<file path="config.mk">
export PLATFORM = sky130hd
export DESIGN_NAME = sv39_page_table_walker_top
export DESIGN_NICKNAME = d
export VERILOG_FILES = /design/src/sv39_ptw_pkg.sv /design/src/sv39_page_table_walker_top.sv
export SDC_FILE = /design/constraint.sdc
export NUM_CORES = 1
export LEC_CHECK = 0
export ABC_AREA = 0
export ABC_CLOCK_PERIOD_IN_PS = 10500
export BUFFER_PORTS_ARGS = -buffer_cell sky130_fd_sc_hd__buf_2
export CORE_UTILIZATION = 41
export CTS_BUF_LIST = sky130_fd_sc_hd__clkbuf_8
export DETAILED_ROUTE_END_ITERATION = 7
export GPL_TIMING_DRIVEN = 0
export PLACE_DENSITY = 0.73
export SKIP_LAST_GASP = 1
export SYNTH_ARGS = -nofsm -noshare
export SYNTH_HDL_FRONTEND = slang
export SYNTH_SLANG_ARGS = --single-unit
</file>
<file path="constraint.sdc">
create_clock -name clock -period 10.5 [get_ports clock]
set_clock_uncertainty 0.15 [all_clocks]
set_input_delay 1.05 -clock clock [delete_from_list [all_inputs] [get_ports clock]]
set_output_delay 1.05 -clock clock [all_outputs]
set_load 0.05 [all_outputs]
</file>
<file path="src/sv39_ptw_pkg.sv">
package sv39_ptw_pkg;

   // Field widths
   localparam int VaWidth   = 39;
   localparam int PpnWidth  = 44;
   localparam int PaWidth   = 56;
   localparam int PteWidth  = 64;
   localparam int VpnWidth  = 9;
   localparam int PageShift = 12;

   // Entry flag positions
   localparam int PteBitV = 0;
   localparam int PteBitR = 1;
   localparam int PteBitW = 2;
   localparam int PteBitX = 3;
   localparam int PpnLsb  = 10;

   // Walk levels
   localparam logic [1:0] LevelPage = 2'd0;
   localparam logic [1:0] LevelMega = 2'd1;
   localparam logic [1:0] LevelGiga = 2'd2;

   // Input selector and result kind codes
   localparam logic KindTranslate = 1'b0;
   localparam logic KindResponse  = 1'b1;
   localparam logic ResultRead    = 1'b0;
   localparam logic ResultDone    = 1'b1;

   // Register file: index from paddr bit 3 upward
   localparam int         CsrAddrWidth    = 4;
   localparam logic [0:0] CsrRootTablePpn = 1'd0;

   // Request tdata, last field lowest
   typedef struct packed {
      logic                  pad;
      logic [PteWidth-1:0]   entry_data;
      logic [VaWidth-1:0]    virtual_address;
   } req_data_type;

   // Response tdata, last field lowest
   typedef struct packed {
      logic [4:0]            pad;
      logic                  fault;
      logic [1:0]            leaf_level;
      logic [PteWidth-1:0]   leaf_entry;
      logic [PaWidth-1:0]    physical_address;
      logic [PaWidth-1:0]    read_address;
   } rsp_data_type;

   // Byte address of the entry for one level: table base plus index times 8
   function automatic logic [PaWidth-1:0] entry_address(
      input logic [PpnWidth-1:0] ppn,
      input logic [VaWidth-1:0]  va,
      input logic [1:0]          level
   );
      logic [VpnWidth-1:0] idx;
      case (level)
         LevelPage: idx = va[20:12];
         LevelMega: idx = va[29:21];
         LevelGiga: idx = va[38:30];
         default:   idx = '0;
      endcase
      return {ppn, idx, 3'b000};
   endfunction

   // Leaf physical address: PPN shifted up, page offset ORed in
   function automatic logic [PaWidth-1:0] leaf_address(
      input logic [PpnWidth-1:0] ppn,
      input logic [VaWidth-1:0]  va,
      input logic [1:0]          level
   );
      logic [VaWidth-1:0] off;
      case (level)
         LevelPage: off = {27'd0, va[11:0]};
         LevelMega: off = {18'd0, va[20:0]};
         LevelGiga: off = {9'd0, va[29:0]};
         default:   off = va;
      endcase
      return {ppn, {PageShift{1'b0}}} | {{(PaWidth-VaWidth){1'b0}}, off};
   endfunction

endpackage

</file>
<file path="src/sv39_page_table_walker_top.sv">
// Sv39 page table walker.
// Path: input register, decision stage, result register, then out on rsp_tvalid.
// Throughput: one transaction per cycle unless the result side stalls; the single
// decision stage between the input and result registers sets that figure.
// Reset (synchronous): walker idle, level 2, root table PPN 0, no pending data.
module sv39_page_table_walker_top (
   input  logic         clock,
   input  logic         reset,
   // request channel
   input  logic         req_tvalid,
   output logic         req_tready,
   input  logic [103:0] req_tdata,   // virtual_address[38:0], entry_data[102:39], zero pad
   input  logic [0:0]   req_tuser,   // kind
   // result channel
   output logic         rsp_tvalid,
   input  logic         rsp_tready,
   output logic [183:0] rsp_tdata,   // read_address[55:0], physical_address[111:56],
                                     // leaf_entry[175:112], leaf_level[177:176],
                                     // fault[178], zero pad
   output logic [0:0]   rsp_tuser,   // result_kind
   // configuration port
   input  logic         csr_psel,
   input  logic         csr_penable,
   input  logic         csr_pwrite,
   input  logic [sv39_ptw_pkg::CsrAddrWidth-1:0] csr_paddr,
   input  logic [63:0]  csr_pwdata,
   output logic [63:0]  csr_prdata,
   output logic         csr_pready
);

   // input stage
   logic                               in_valid_ff;
   logic                               in_kind_ff;
   sv39_ptw_pkg::req_data_type         in_data_ff;

   // walk state
   logic                               busy_ff, busy_in;
   logic [1:0]                         level_ff, level_in;
   logic [sv39_ptw_pkg::VaWidth-1:0]   vaddr_ff, vaddr_in;
   logic [sv39_ptw_pkg::PpnWidth-1:0]  table_ppn_ff, table_ppn_in;
   logic [sv39_ptw_pkg::PpnWidth-1:0]  root_ppn_ff;

   // result stage
   logic                               out_valid_ff, out_valid_in;
   logic                               out_kind_ff, out_kind_in;
   sv39_ptw_pkg::rsp_data_type         out_data_ff, out_data_in;

   logic                               advance;
   logic                               emit;
   logic                               csr_write;
   logic [sv39_ptw_pkg::PteWidth-1:0]  pte;
   logic [sv39_ptw_pkg::PpnWidth-1:0]  pte_ppn;

   // Move the held transaction on once the result slot is free
   assign advance    = in_valid_ff && (!out_valid_ff || rsp_tready);
   assign req_tready = !in_valid_ff || advance;

   // Configuration access
   assign csr_pready = 1'b1;
   assign csr_write  = csr_psel && csr_penable && csr_pwrite && csr_pready &&
                       (csr_paddr[3] == sv39_ptw_pkg::CsrRootTablePpn);

   always_comb begin
      if (csr_paddr[3] == sv39_ptw_pkg::CsrRootTablePpn) begin
         csr_prdata = {20'd0, root_ppn_ff};
      end else begin
         csr_prdata = '0;
      end
   end

   always_ff @(posedge clock) begin
      if (reset) begin
         root_ppn_ff <= '0;
      end else if (csr_write) begin
         root_ppn_ff <= csr_pwdata[sv39_ptw_pkg::PpnWidth-1:0];
      end
   end

   // Capture the incoming transaction
   always_ff @(posedge clock) begin
      if (reset) begin
         in_valid_ff <= 1'b0;
      end else if (req_tready) begin
         in_valid_ff <= req_tvalid;
      end
   end

   always_ff @(posedge clock) begin
      if (req_tready && req_tvalid) begin
         in_kind_ff <= req_tuser[0];
         in_data_ff <= req_tdata;
      end
   end

   assign pte     = in_data_ff.entry_data;
   assign pte_ppn = pte[sv39_ptw_pkg::PpnLsb +: sv39_ptw_pkg::PpnWidth];

   // Decide one step of the walk
   always_comb begin
      busy_in      = busy_ff;
      level_in     = level_ff;
      vaddr_in     = vaddr_ff;
      table_ppn_in = table_ppn_ff;
      emit         = 1'b0;
      out_kind_in  = sv39_ptw_pkg::ResultRead;
      out_data_in  = '0;

      if (advance) begin
         if (in_kind_ff == sv39_ptw_pkg::KindTranslate) begin
            // start a walk at the root table; ignore while busy
            if (!busy_ff) begin
               emit         = 1'b1;
               busy_in      = 1'b1;
               level_in     = sv39_ptw_pkg::LevelGiga;
               vaddr_in     = in_data_ff.virtual_address;
               table_ppn_in = root_ppn_ff;
               out_data_in.read_address = sv39_ptw_pkg::entry_address(
                  root_ppn_ff, in_data_ff.virtual_address, sv39_ptw_pkg::LevelGiga);
            end
         end else if (busy_ff) begin
            emit = 1'b1;
            if (!pte[sv39_ptw_pkg::PteBitV]) begin
               // invalid entry ends the walk
               out_kind_in            = sv39_ptw_pkg::ResultDone;
               out_data_in.leaf_level = level_ff;
               out_data_in.fault      = 1'b1;
               busy_in                = 1'b0;
            end else if (pte[sv39_ptw_pkg::PteBitR] || pte[sv39_ptw_pkg::PteBitW] ||
                         pte[sv39_ptw_pkg::PteBitX] ||
                         level_ff == sv39_ptw_pkg::LevelPage) begin
               // leaf: report translated address and entry
               out_kind_in                  = sv39_ptw_pkg::ResultDone;
               out_data_in.physical_address =
                  sv39_ptw_pkg::leaf_address(pte_ppn, vaddr_ff, level_ff);
               out_data_in.leaf_entry       = pte;
               out_data_in.leaf_level       = level_ff;
               busy_in                      = 1'b0;
            end else begin
               // descend one level
               table_ppn_in = pte_ppn;
               level_in     = level_ff - 2'd1;
               out_data_in.read_address = sv39_ptw_pkg::entry_address(
                  pte_ppn, vaddr_ff, level_ff - 2'd1);
            end
         end
      end
   end

   always_ff @(posedge clock) begin
      if (reset) begin
         busy_ff      <= 1'b0;
         level_ff     <= sv39_ptw_pkg::LevelGiga;
         vaddr_ff     <= '0;
         table_ppn_ff <= '0;
      end else begin
         busy_ff      <= busy_in;
         level_ff     <= level_in;
         vaddr_ff     <= vaddr_in;
         table_ppn_ff <= table_ppn_in;
      end
   end

   // Result register: load on a new result, drop once taken
   assign out_valid_in = emit || (out_valid_ff && !rsp_tready);

   always_ff @(posedge clock) begin
      if (reset) begin
         out_valid_ff <= 1'b0;
      end else begin
         out_valid_ff <= out_valid_in;
      end
   end

   always_ff @(posedge clock) begin
      if (emit) begin
         out_kind_ff <= out_kind_in;
         out_data_ff <= out_data_in;
      end
   end

   assign rsp_tvalid   = out_valid_ff;
   assign rsp_tuser[0] = out_kind_ff;
   assign rsp_tdata    = out_data_ff;

`ifndef SYNTHESIS
   // Level never leaves the three Sv39 levels
   assert property (@(posedge clock) disable iff (reset) level_ff != 2'd3)
      else $error("walk level out of range");

   // A stalled result is never overwritten
   assert property (@(posedge clock) disable iff (reset)
      out_valid_ff && !rsp_tready |-> !emit)
      else $error("result overwritten while stalled");

   // Starting a walk leaves the walker busy
   assert property (@(posedge clock) disable iff (reset)
      advance && in_kind_ff == sv39_ptw_pkg::KindTranslate && !busy_ff |=> busy_ff)
      else $error("walk did not start");

   // A finished result leaves the walker idle
   assert property (@(posedge clock) disable iff (reset)
      emit && out_kind_in == sv39_ptw_pkg::ResultDone |=> !busy_ff)
      else $error("walker busy after finish");

   // Only a busy walker reports a finished translation
   assert property (@(posedge clock) disable iff (reset)
      emit && out_kind_in == sv39_ptw_pkg::ResultDone |-> busy_ff)
      else $error("finish reported while idle");
`endif

endmodule

</file>
## Yosys cells after proc, flatten, opt, wreduce, memory -nomap -nowiden

Index checks and enable logic that the tools add are counted.

| storage, ports and cells | value |
|---|---|
| output and inout port bits | 252 |
| input bits | 180 |
| logic and storage cells | 82 |
| register bits after elaboration | 372 |

| cells by class | value |
|---|---|
| add/sub/neg operators | 1 |
| reductions and logical operators | 22 |
| equality and inequality tests | 8 |
| multiplexer cells | 31 |
| bitwise operators | 4 |

Operator list:

| cell | count |
|---|---|
| two-way mux 56 bit | 5 |
| two-way mux 39 bit | 5 |
| two-way mux 122 bit | 1 |
| one-hot mux 39 bit (3 select lines) | 1 |
| bitwise OR 56 x 39 -> 56 bit | 1 |
| two-way mux 44 bit | 1 |
| one-hot mux 9 bit (3 select lines) | 1 |
| two-way mux 2 bit | 6 |
| two-way mux 1 bit | 11 |
| AND reduction 5 bit | 2 |
| logical AND 1 bit | 6 |
| logical OR 1 bit | 6 |
| != test 2 bit, second input constant | 3 |
| AND reduction 3 bit | 2 |
| == test 2 x 1 -> 1 bit, second input constant | 2 |
| == test 2 bit, second input constant | 2 |
| logical NOT 2 bit | 2 |
| AND reduction 4 bit | 1 |
| logical NOT 1 bit | 3 |
| NOT 1 bit | 3 |
| != test 2 x 1 -> 1 bit, second input constant | 1 |
| subtractor 2 x 1 -> 2 bit, second input constant | 1 |

## Depth between registers and ports, before layout

Gate-level depths: netlist of the first run.

| depth | value |
|---|---|
| word-level depth | 11 |
| depth in mapped cells | 9 |
| mapped depth without buffers | 6 |

## Least setup slack after synthesis of the first run

Ideal clock, no wire load.

| path | value |
|---|---|
| path kind | reg-to-reg |
| start | register in_kind_ff |
| end | register level_ff[1] |
| clock period less this slack | 9.467 ns |
| arrival time | 9.189 ns |
| setup time | 0.128 ns |
| setup slack | 1.033 ns |
| cell stages (with the launch flop) | 9 |
| data required time | 10.222 ns |
| buffers on the path | 2 |
| path through | edfxtp_1 inv_1 clkbuf_1 buf_1 ha_1 nand2b_1 nor2_1 and4_1 o21bai_1 |

| on the way | value |
|---|---|
| longest elaborated chain between the ends | 2 |
| elaborated cells on any way between the ends | 4 |
| those cells by class | eq/ne (2); mux (1); reduce/logical (1) |

Ends and longest elaborated chain:

| item | RTL line | text |
|---|---|---|
| start, declared | sv39_page_table_walker_top.sv:33 | `logic in_kind_ff;` |
| start signal, assigned | sv39_page_table_walker_top.sv:90 | `in_kind_ff <= req_tuser[0];` |
| != test 2 x 1 -> 1 bit (no line) or != test 2 bit (tied branches) | - |  |
| AND reduction 5 bit (no line) | - |  |
| end signal, assigned | sv39_page_table_walker_top.sv:152 | `level_ff <= sv39_ptw_pkg::LevelGiga;` |
| end signal, assigned | sv39_page_table_walker_top.sv:157 | `level_ff <= level_in;` |
| end, declared | sv39_page_table_walker_top.sv:38 | `logic [1:0] level_ff, level_in;` |

Parallel ways exist; a longest one is shown, timed or not.
A chain may end at the register's enable or synchronous reset.

## Worst setup path in the final report of the first run

| path | value |
|---|---|
| start | register in_kind_ff |
| end | register out_data_ff (netlist bit rsp_tdata[136]), enable pin |

| on the way | value |
|---|---|
| longest elaborated chain between the ends | 2 |

Ends and longest elaborated chain:

| item | RTL line | text |
|---|---|---|
| two-way mux 1 bit | sv39_page_table_walker_top.sv:109 | `if (in_kind_ff == sv39_ptw_pkg::KindTranslate) begin` |
| two-way mux 1 bit | sv39_page_table_walker_top.sv:108 | `if (advance) begin` |
| via emit | sv39_page_table_walker_top.sv:49 | `logic emit;` |
| end signal, assigned | sv39_page_table_walker_top.sv:177 | `out_data_ff <= out_data_in;` |
| end, declared | sv39_page_table_walker_top.sv:46 | `sv39_ptw_pkg::rsp_data_type out_data_ff, out_data_in;` |

The timed path passes the listed nets, and every way through them passes these cells.

==> flow_summary.yaml, run 1 <==
yosys:
  yosysMostFrequentCell: "edfxtp_1"
  synth_cell_types: 36
  synth_top_area_frac: 0.580
  ys_seq_area_frac: 0.709
  synth_top_area_cell: "edfxtp_1"
  synth-async-reset-ratio: 0
  yosys-top-cells-area: "edfxtp_1 58%, dfxtp_1 13%, nand2_1 4.7%, a21oi_1 4.5%, and2_1 3.5%"
  ys_top_cells_by_count: "264 x edfxtp_1, 171 x nand2_1, 123 x a21oi_1"
  synth_area_sq_mm: 0.0137
  synthFlopType: "edfxtp_1"
  yosysWarnings: 0
  synth-edff-count: 264
  synth_seq_cells: 352
  avgSynthCellArea_sq_um: 12.2
  syn_inst: 1118
worst_setup_path:
  reg2reg_depth: 8
  critPathCaptureType: "flop"
  cpMaxStageDelayCell: "nor2_4"
  required_ps: 10620
  critPathMaxFanout: 34
  worstSetupPathType: "flop to flop"
  start_kind: "flop"
  critPathArrivalTime_ps: 4300
  worstPathCellList: "inv_1, clkbuf_1, buf_1, ha_1, nand2b_1, nor2_4, buf_12, buf_12"
  max_stage_delay_ps: 710
  crit_top_cell: "buf_12"
clock_network:
  cts_setup_buffers: 0
  insertion_delay_ps: 590
  hold_buffers: 0
  cts_resized: 0
  clockRootBuffer: "clkbuf_8"
  cts_buffers: 57
  clk_pin_slew_ps: 60
  cts.sinks: 352
  clockBufferDepth: 3
  cts_tree: "built"
  cts_htree_levels: 2
sta:
  worst_slack_ps: 6320
  whs_ps: 298
  rsz0062_at_grt: "no"
  tightestPinTransition_ps: 905
  fmax_mhz: 239
  setup_viol: 0
  relSlewSlack: 0.396
  hold_viol_final: 0
  period_needed_ps: 4180
  fin_crit_sh: 0.398
  drv_slew: 0
power_and_ir_drop:
  powerDensity_mw_per_mm2: 170
  peakVddDrop_uv: 99.5
  p_total_mw: 2.98
  p_leak_nw: 7.47
route:
  via_count: 10300
  dr.first_iter.drc_count: 666
  ant_nets: 0
  drtPass1Iterations: 6
  post_drt_wl_per_cell_um: 19.0
  wl_mm: 39.5
  vias_per_cell: 4.93
  remaining_drc_errors: 0
global_routing:
  track_usage: 0.226
  grt-ovfl-total: 0
  grt_pass1_vias: 9783
  grt_pass1_wl_mm: 56.8
  antenna_found_initial: 8
  grt_max_degree: 59
hold_path:
  hold_class: "flop to flop"
  whs_path_depth: 2
outcome:
  outcome: "finished, final reports clean"
cells_and_area:
  drive_above_1_share: 0.316
  fin_area_sq_mm: 0.0175
  synthToLayoutAreaGrowth_pct: 28.2
  fin_nets: 1773
  final_core_util: 0.536
  nFillCells: 2881
floorplanning:
  fp.dieW_um: 185
  rows: 66
  die-height_um: 185
  coreArea_sq_mm: 0.0327
  initial_utilization: 0.418
  die-area_sq_mm: 0.0341
  boundaryPins: 432
placed_design:
  portBuffers: 376
  dpl.hpwl_mm: 29.0
  gp_congestion: 0.828
  dpl_worst_slack_ps: 6340
  post_dp_cell_area_sq_mm: 0.0164
job:
  maxCapViolations: 0
-- sequential cells by signal, summed over array words and instances (netlist names) --
name,flops
busy_ff,1
in_data_ff,39
in_kind_ff,1
in_valid_ff,1
level_ff,2
pte,64
root_ppn_ff,44
rsp_tdata,159
rsp_tuser,1
rsp_tvalid,1
vaddr_ff,39
-- per-layer routing --
layer,share of wire,track usage,vias to the layer above,wire length [um]
li1,-,-,4821,-
met1,0.40,0.275,4827,15600
met2,0.48,0.379,501,19000
met3,0.078,0.0476,105,3070
met4,0.045,0.119,8,1790
met5,0.00099,0,-,39
-- critical path, delay by kind of cell, from the launching register on --
kind,cells,cell delay (ps)
fa+ha+maj,1,320
buf+inv,5,1960
flops,1,470
simple gates,2,910
-- path summary, 6_finish.rpt --
kind / start / slack, ps / endpoint
worst max-delay path: in_kind_ff / 6320 / rsp_tdata[136]
worst min-delay path: vaddr_ff[6] / 300 / vaddr_ff[6]
worst max register to register: in_kind_ff / 6320 / rsp_tdata[136]
worst min register to register: vaddr_ff[6] / 300 / vaddr_ff[6]
-- cells in the final DEF, fill, tap and decap left out, types with 3 or more instances in the layout --
master,instances
and2_1,75
a222oi_1,9
clkbuf_8,68
nand2_1,171
and3_1,47
nor3_1,3
buf_16,3
a31oi_1,45
a21oi_1,123
conb_1,29
buf_4,46
dfxtp_1,88
clkinv_2,4
or4_1,8
buf_2,382
clkbuf_1,61
buf_12,3
nor2b_1,45
edfxtp_1,264
nand3_1,9
inv_1,37
diode_2,4
clkinv_1,3
buf_1,7
nor2_1,73
ha_1,7
-- layout make-up --
class	count	area, sq um	share of cell area
diodes	4	10.0	0.000571
well taps	442	553	0.0316
clock buffers	68	936	0.0534
multi-input cells	663	3410	0.195
flip-flops and latches	352	9690	0.553
clock inverters	40	218	0.0124
plain buffers	121	642	0.0366
inverters	9	33.8	0.00193
repair buffers	382	2020	0.116
-- cells by family after synthesis --
| kind of cell | count (synthesis) | share of synthesized area |
|---|---|---|
| adder cells (fa/ha/maj) | 7 | 0.00641 |
| buffers and inverters | 130 | 0.0494 |
| AO/OA/AOI/OAI | 181 | 0.0743 |
| AND/OR/NAND/NOR | 446 | 0.160 |
| other | 2 | 0.000550 |
| flip-flops | 352 | 0.709 |
-- per-stage QoR --
step	setup TNS (ps)	std cells
global placement	-416870	1963
global route	0	2081
finish	0	2081
CTS	0	2077
detailed placement	0	1969
floorplan	0	1145
-- power breakdown --
group	switching, mW	internal [mW]	leakage (nW)
registers	0.0273	1.54	3.40
logic	0.170	0.0649	3.38
clock network	0.538	0.635	0.695
Note: power is estimated with default switching activity, not from simulation.
==> run 2, diff against run 1 <==
--- a/config.mk
+++ b/config.mk
@@ -6,13 +6,13 @@
 export NUM_CORES = 1
 export LEC_CHECK = 0
 export ABC_AREA = 0
-export ABC_CLOCK_PERIOD_IN_PS = 10500
+export ABC_CLOCK_PERIOD_IN_PS = 3520
 export BUFFER_PORTS_ARGS = -buffer_cell sky130_fd_sc_hd__buf_2
 export CORE_UTILIZATION = 41
 export CTS_BUF_LIST = sky130_fd_sc_hd__clkbuf_8
 export DETAILED_ROUTE_END_ITERATION = 7
 export GPL_TIMING_DRIVEN = 0
-export PLACE_DENSITY = 0.73
+export PLACE_DENSITY = 0.76
 export SKIP_LAST_GASP = 1
 export SYNTH_ARGS = -nofsm -noshare
 export SYNTH_HDL_FRONTEND = slang
==> constraint.sdc (replaced) <==
create_clock -name clock -period 3.52 [get_ports clock]
set_clock_uncertainty 0.15 [all_clocks]
set_input_delay 0.352 -clock clock [delete_from_list [all_inputs] [get_ports clock]]
set_output_delay 0.352 -clock clock [all_outputs]
set_load 0.05 [all_outputs]
==> run 2 against run 1 <==
Effect of this change:
- die area did not move
- cell area rose by 9.2%
- utilization rose by 4.9 points
- via count rose by 8.4%
- worst setup slack got worse by 6100 ps
- highest routed layer is now met4
==> flow_summary.yaml, run 2 (synthesized netlist as in run 1, its figures left out) <==
outcome:
  outcome: "finished, final reports clean"
sta:
  tightestPinTransition_ps: 852
  rsz0062_at_grt: "no"
  fmax_mhz: 301
  hold_viol_final: 0
  relSlewSlack: 0.432
  period_needed_ps: 3320
  fin_crit_sh: 0.942
  drv_slew: 0
  setup_viol: 0
clock_network:
  clockRootBuffer: "clkbuf_8"
  clockBufferDepth: 3
  cts_tree: "built"
  cts_htree_levels: 2
  cts.sinks: 352
  clk_pin_slew_ps: 60
  insertion_delay_ps: 590
  cts_buffers: 57
cells_and_area:
  drive_above_1_share: 0.297
  final_cell_mix: "383 x buf_2, 264 x edfxtp_1, 171 x nand2_1, 151 x dlygate4sd3_1, 123 x a21oi_1"
  diodes: 0
  final_common_cell: "buf_2"
  synthToLayoutAreaGrowth_pct: 40.0
  largest_reg_flops: 159
  layoutNonFillerInstCount: 2227
  fin_nets: 1925
  nFillCells: 2626
power_and_ir_drop:
  powerDensity_mw_per_mm2: 484
  peakVddDrop_uv: 277
  p_leak_nw: 8.12
  p_total_mw: 9.27
global_routing:
  grt_pass1_wl_mm: 62.3
  track_usage: 0.247
  grt_max_degree: 60
  grt-ovfl-total: 0
  antenna_found_initial: 0
  grt_pass1_vias: 11000
placed_design:
  portBuffers: 376
  dpl.hpwl_mm: 29.3
  dpl.cell_count: 1970
  gp_congestion: 0.876
route:
  drtPass1Iterations: 5
  wl_mm: 43.5
  dr.first_iter.drc_count: 848
  via_count: 11100
  post_drt_wl_per_cell_um: 19.5
  vias_per_cell: 5.00
  remaining_drc_errors: 0
  ant_nets: 0
worst_setup_path:
  critPathCaptureType: "flop"
  ff2ff_setup_slack_ps: 200
  rr_startpoint: "busy_ff"
  start_kind: "flop"
  critPathMaxFanout: 31
  required_ps: 3650
  critPathArrivalTime_ps: 3450
  worstSetupPathType: "flop to flop"
  crit_start: "busy_ff"
job:
  maxCapViolations: 0
hold_path:
  worstHoldStart: "vaddr_ff[6]"
  hold_class: "flop to flop"
floorplanning:
  fp.dieW_um: 185
  rows: 66
  die-area_sq_mm: 0.0341
  die-height_um: 185
  boundaryPins: 432
  coreArea_sq_mm: 0.0327
  initial_utilization: 0.418
==> run 2: worst max-delay path, cell delays in order, from the launching register on <==
cell and delay [ps]:
dfxtp_1 400, clkinvlp_4 280, buf_2 310, clkbuf_4 240
ha_4 250, nand2b_4 150, nor2_4 290, buf_12 240
buf_12 210, buf_12 210, buf_12 230
==> run 2: metrics by stage <==
step                       util  instance area [sq um]  setup TNS, ps  setup WS, ps  hold WS [ps]
after floorplan               -                  13800        -103490          -828           282
after CTS                 0.585                  19100              0          31.0           280
after global placement    0.497                  16300        -374360         -2540           289
final                     0.585                  19100              0           203           299
after detailed placement  0.502                  16400              0          52.8           294
after global routing      0.585                  19100              0          45.0           283
==> run 2: timing repair <==
action                                  in CTS  in global routing
gates resized for setup                      0                  2
buffers inserted                             0                  0
endpoints found under the setup margin       0                 33
hold buffers                               151                  0
endpoints found under the hold margin      150                  0
==> run 2: layout make-up <==
cell class                 instances  area (sq um)  area share
timing repair buffer             534          3550       0.185
sequential                       352          9690       0.506
clock inverter                    37           260      0.0136
buffer                           121           664      0.0347
clock buffer                      69           950      0.0496
tap                              442           553      0.0289
multi-input combinational        663          3430       0.179
inverter                           9          37.5     0.00196
==> run 2: per-layer routing <==
layer / routed length [um] / vias to the layer above / GRT usage
li1: - / 5132 / -
met2: 21400 / 613 / 0.433
met3: 3460 / 143 / 0.0528
met5: 0 / - / 0
met4: 2150 / 0 / 0.124
met1: 16500 / 5240 / 0.284
==> run 2: report_power, final <==
group | internal [mW] | total [mW] | switching [mW]
clock | 2.07 | 3.73 | 1.66
combinational | 0.309 | 0.854 | 0.544
sequential | 4.60 | 4.68 | 0.0855
==> run 2: path summary, 6_finish.rpt <==
| check | depth (start not counted) | endpoint |
|---|---|---|
| max | 10 | rsp_tdata[44] |
| min | 2 | vaddr_ff[6] |
| max reg2reg | 10 | rsp_tdata[44] |
| min reg2reg | 2 | vaddr_ff[6] |
==> run 3, diff against run 2 <==
--- a/config.mk
+++ b/config.mk
@@ -8,12 +8,13 @@
 export ABC_AREA = 0
 export ABC_CLOCK_PERIOD_IN_PS = 3520
 export BUFFER_PORTS_ARGS = -buffer_cell sky130_fd_sc_hd__buf_2
-export CORE_UTILIZATION = 41
+export CORE_UTILIZATION = 48
 export CTS_BUF_LIST = sky130_fd_sc_hd__clkbuf_8
 export DETAILED_ROUTE_END_ITERATION = 7
 export GPL_TIMING_DRIVEN = 0
-export PLACE_DENSITY = 0.76
+export PLACE_DENSITY = 0.86
 export SKIP_LAST_GASP = 1
 export SYNTH_ARGS = -nofsm -noshare
 export SYNTH_HDL_FRONTEND = slang
 export SYNTH_SLANG_ARGS = --single-unit
+export TNS_END_PERCENT = 1
==> run 3 against run 2 <==
Effect of this change:
- the run now ends with design-rule violations left
- cell area shrank 0.94%
- worst hold slack improved by 1.8 ps
- sequential share of layout area is 0.48 points higher
- clock-buffer cell count is 5 higher
- register-to-register slack got worse by 20 ps
- clock power fell by 7.0%
- utilization increased by 9.3 points
- sequential cell count unchanged
- maximum frequency shrank 0.74%
- critical path depth fell by 2
- wire length is 1.0% higher
- highest routed layer is now met5
==> flow_summary.yaml, run 3 (synthesized netlist as in run 1, its figures left out) <==
clock_network:
  cts.sinks: 352
  insertion_delay_ps: 590
  clockRootBuffer: "clkbuf_8"
  clockBufferDepth: 3
  cts_resized: 0
  cts_tree: "built"
  cts_buffers: 56
  cts_setup_buffers: 0
  cts_htree_levels: 2
  clk_pin_slew_ps: 60
route:
  vias_per_cell: 5.24
  wl_mm: 44.0
  via_count: 11300
  remaining_drc_errors: 2
  post_drt_wl_per_cell_um: 20.3
  drtPass1Iterations: 8
  dr.first_iter.drc_count: 1147
  ant_nets: 0
cells_and_area:
  largest_reg_flops: 159
  layoutNonFillerInstCount: 2162
  drive_above_1_share: 0.295
  synthToLayoutAreaGrowth_pct: 38.7
  fin_nets: 1922
  nFillCells: 1894
  final_cell_mix: "382 x buf_2, 264 x edfxtp_1, 171 x nand2_1, 150 x dlygate4sd3_1, 123 x a21oi_1"
  final_common_cell: "buf_2"
  final_core_util: 0.679
placed_design:
  gp_congestion: 0.851
  portBuffers: 376
  dpl.hpwl_mm: 28.1
  dpl.cell_count: 1905
  dpl_worst_slack_ps: 132
floorplanning:
  die-height_um: 171
  rows: 61
  boundaryPins: 432
  coreArea_sq_mm: 0.0279
  initial_utilization: 0.489
  die-area_sq_mm: 0.0292
  fp.dieW_um: 171
sta:
  worst_slack_ps: 178
  tightestPinTransition_ps: 911
  rsz0062_at_grt: "no"
  fmax_mhz: 299
  period_needed_ps: 3340
  relSlewSlack: 0.393
  fin_crit_sh: 0.949
  fin_tns_setup_ps: 0
  setup_viol: 0
  hold_viol_final: 0
  drv_slew: 0
global_routing:
  track_usage: 0.293
  grt_max_degree: 60
  grt-ovfl-total: 0
  grt_pass1_wl_mm: 63.0
  antenna_found_initial: 2
  grt_pass1_vias: 11200
worst_setup_path:
  worstSetupPathType: "flop to flop"
  start_kind: "flop"
  critPathArrivalTime_ps: 3450
  critPathCaptureType: "flop"
  required_ps: 3630
  critPathMaxFanout: 34
  ff2ff_setup_slack_ps: 180
outcome:
  outcome: "finished, violations left"
  failed_checks: "design-rule violations"
power_and_ir_drop:
  powerDensity_mw_per_mm2: 475
  peakVddDrop_uv: 313
  p_total_mw: 9.01
  p_leak_nw: 8.08
job:
  maxCapViolations: 0
hold_path:
  hold_class: "flop to flop"
run 3: cell types whose count changed in the layout (fill, tap and decap cells not counted), sizes merged:
cell / previous run / this run
diode: 0 / 2
clkbuf: 129 / 135
dlygate4sd3: 151 / 150
bufinv: 4 / 0
inv: 28 / 30
buf: 444 / 442
clkinv: 11 / 7
run 3: stage by stage:
stage	hold slack, ps	instance area, sq um
final	300	19000
after global routing	303	19000
after CTS	294	19000
after detailed placement	292	16300
after global placement	288	16200
after floorplan	282	13800
run 3: report_power, final:
part / leakage [nW] / switching (mW) / internal (mW) / total [mW]
clock: 0.661 / 1.60 / 1.87 / 3.47
combinational: 4.02 / 0.546 / 0.305 / 0.851
sequential: 3.40 / 0.0849 / 4.60 / 4.68
total: 8.08 / 2.23 / 6.77 / 9.01
run 3: cell type report:
class	count	area (sq um)	area share
buffer	121	664	0.0350
tap	378	473	0.0249
timing repair buffer	532	3510	0.185
antenna	2	5.00	0.000264
inverter	9	33.8	0.00178
clock inverter	31	129	0.00680
clock buffer	74	1020	0.0537
sequential	352	9690	0.511
multi-input combinational	663	3430	0.181
run 3: metal layers:
metal	global-route usage	vias to the layer above	part of all wire
met5	0	-	0.00023
met4	0.187	2	0.063
met3	0.0645	184	0.083
met2	0.508	749	0.49
met1	0.327	5287	0.36
li1	-	5105	-
run 3: final timing paths:
| path | start | to | cells after the start |
|---|---|---|---|
| max | busy_ff | rsp_tdata[18] | 8 |
| min | vaddr_ff[10] | vaddr_ff[10] | 2 |
| max reg2reg | busy_ff | rsp_tdata[18] | 8 |
| min reg2reg | vaddr_ff[10] | vaddr_ff[10] | 2 |
run 3: critical path: stages (launching register included):
cell,delay [ps]
dfxtp_1,330
inv_1,320
clkbuf_2,370
clkbuf_4,290
ha_4,220
nand2b_4,150
nor2_4,610
buf_12,300
buf_12,240
run 3: timing repair:
item / CTS / global route
endpoints found under the setup margin: 0 / 23
hold endpoints to repair: 150 / 0
hold buffers: 150 / 0
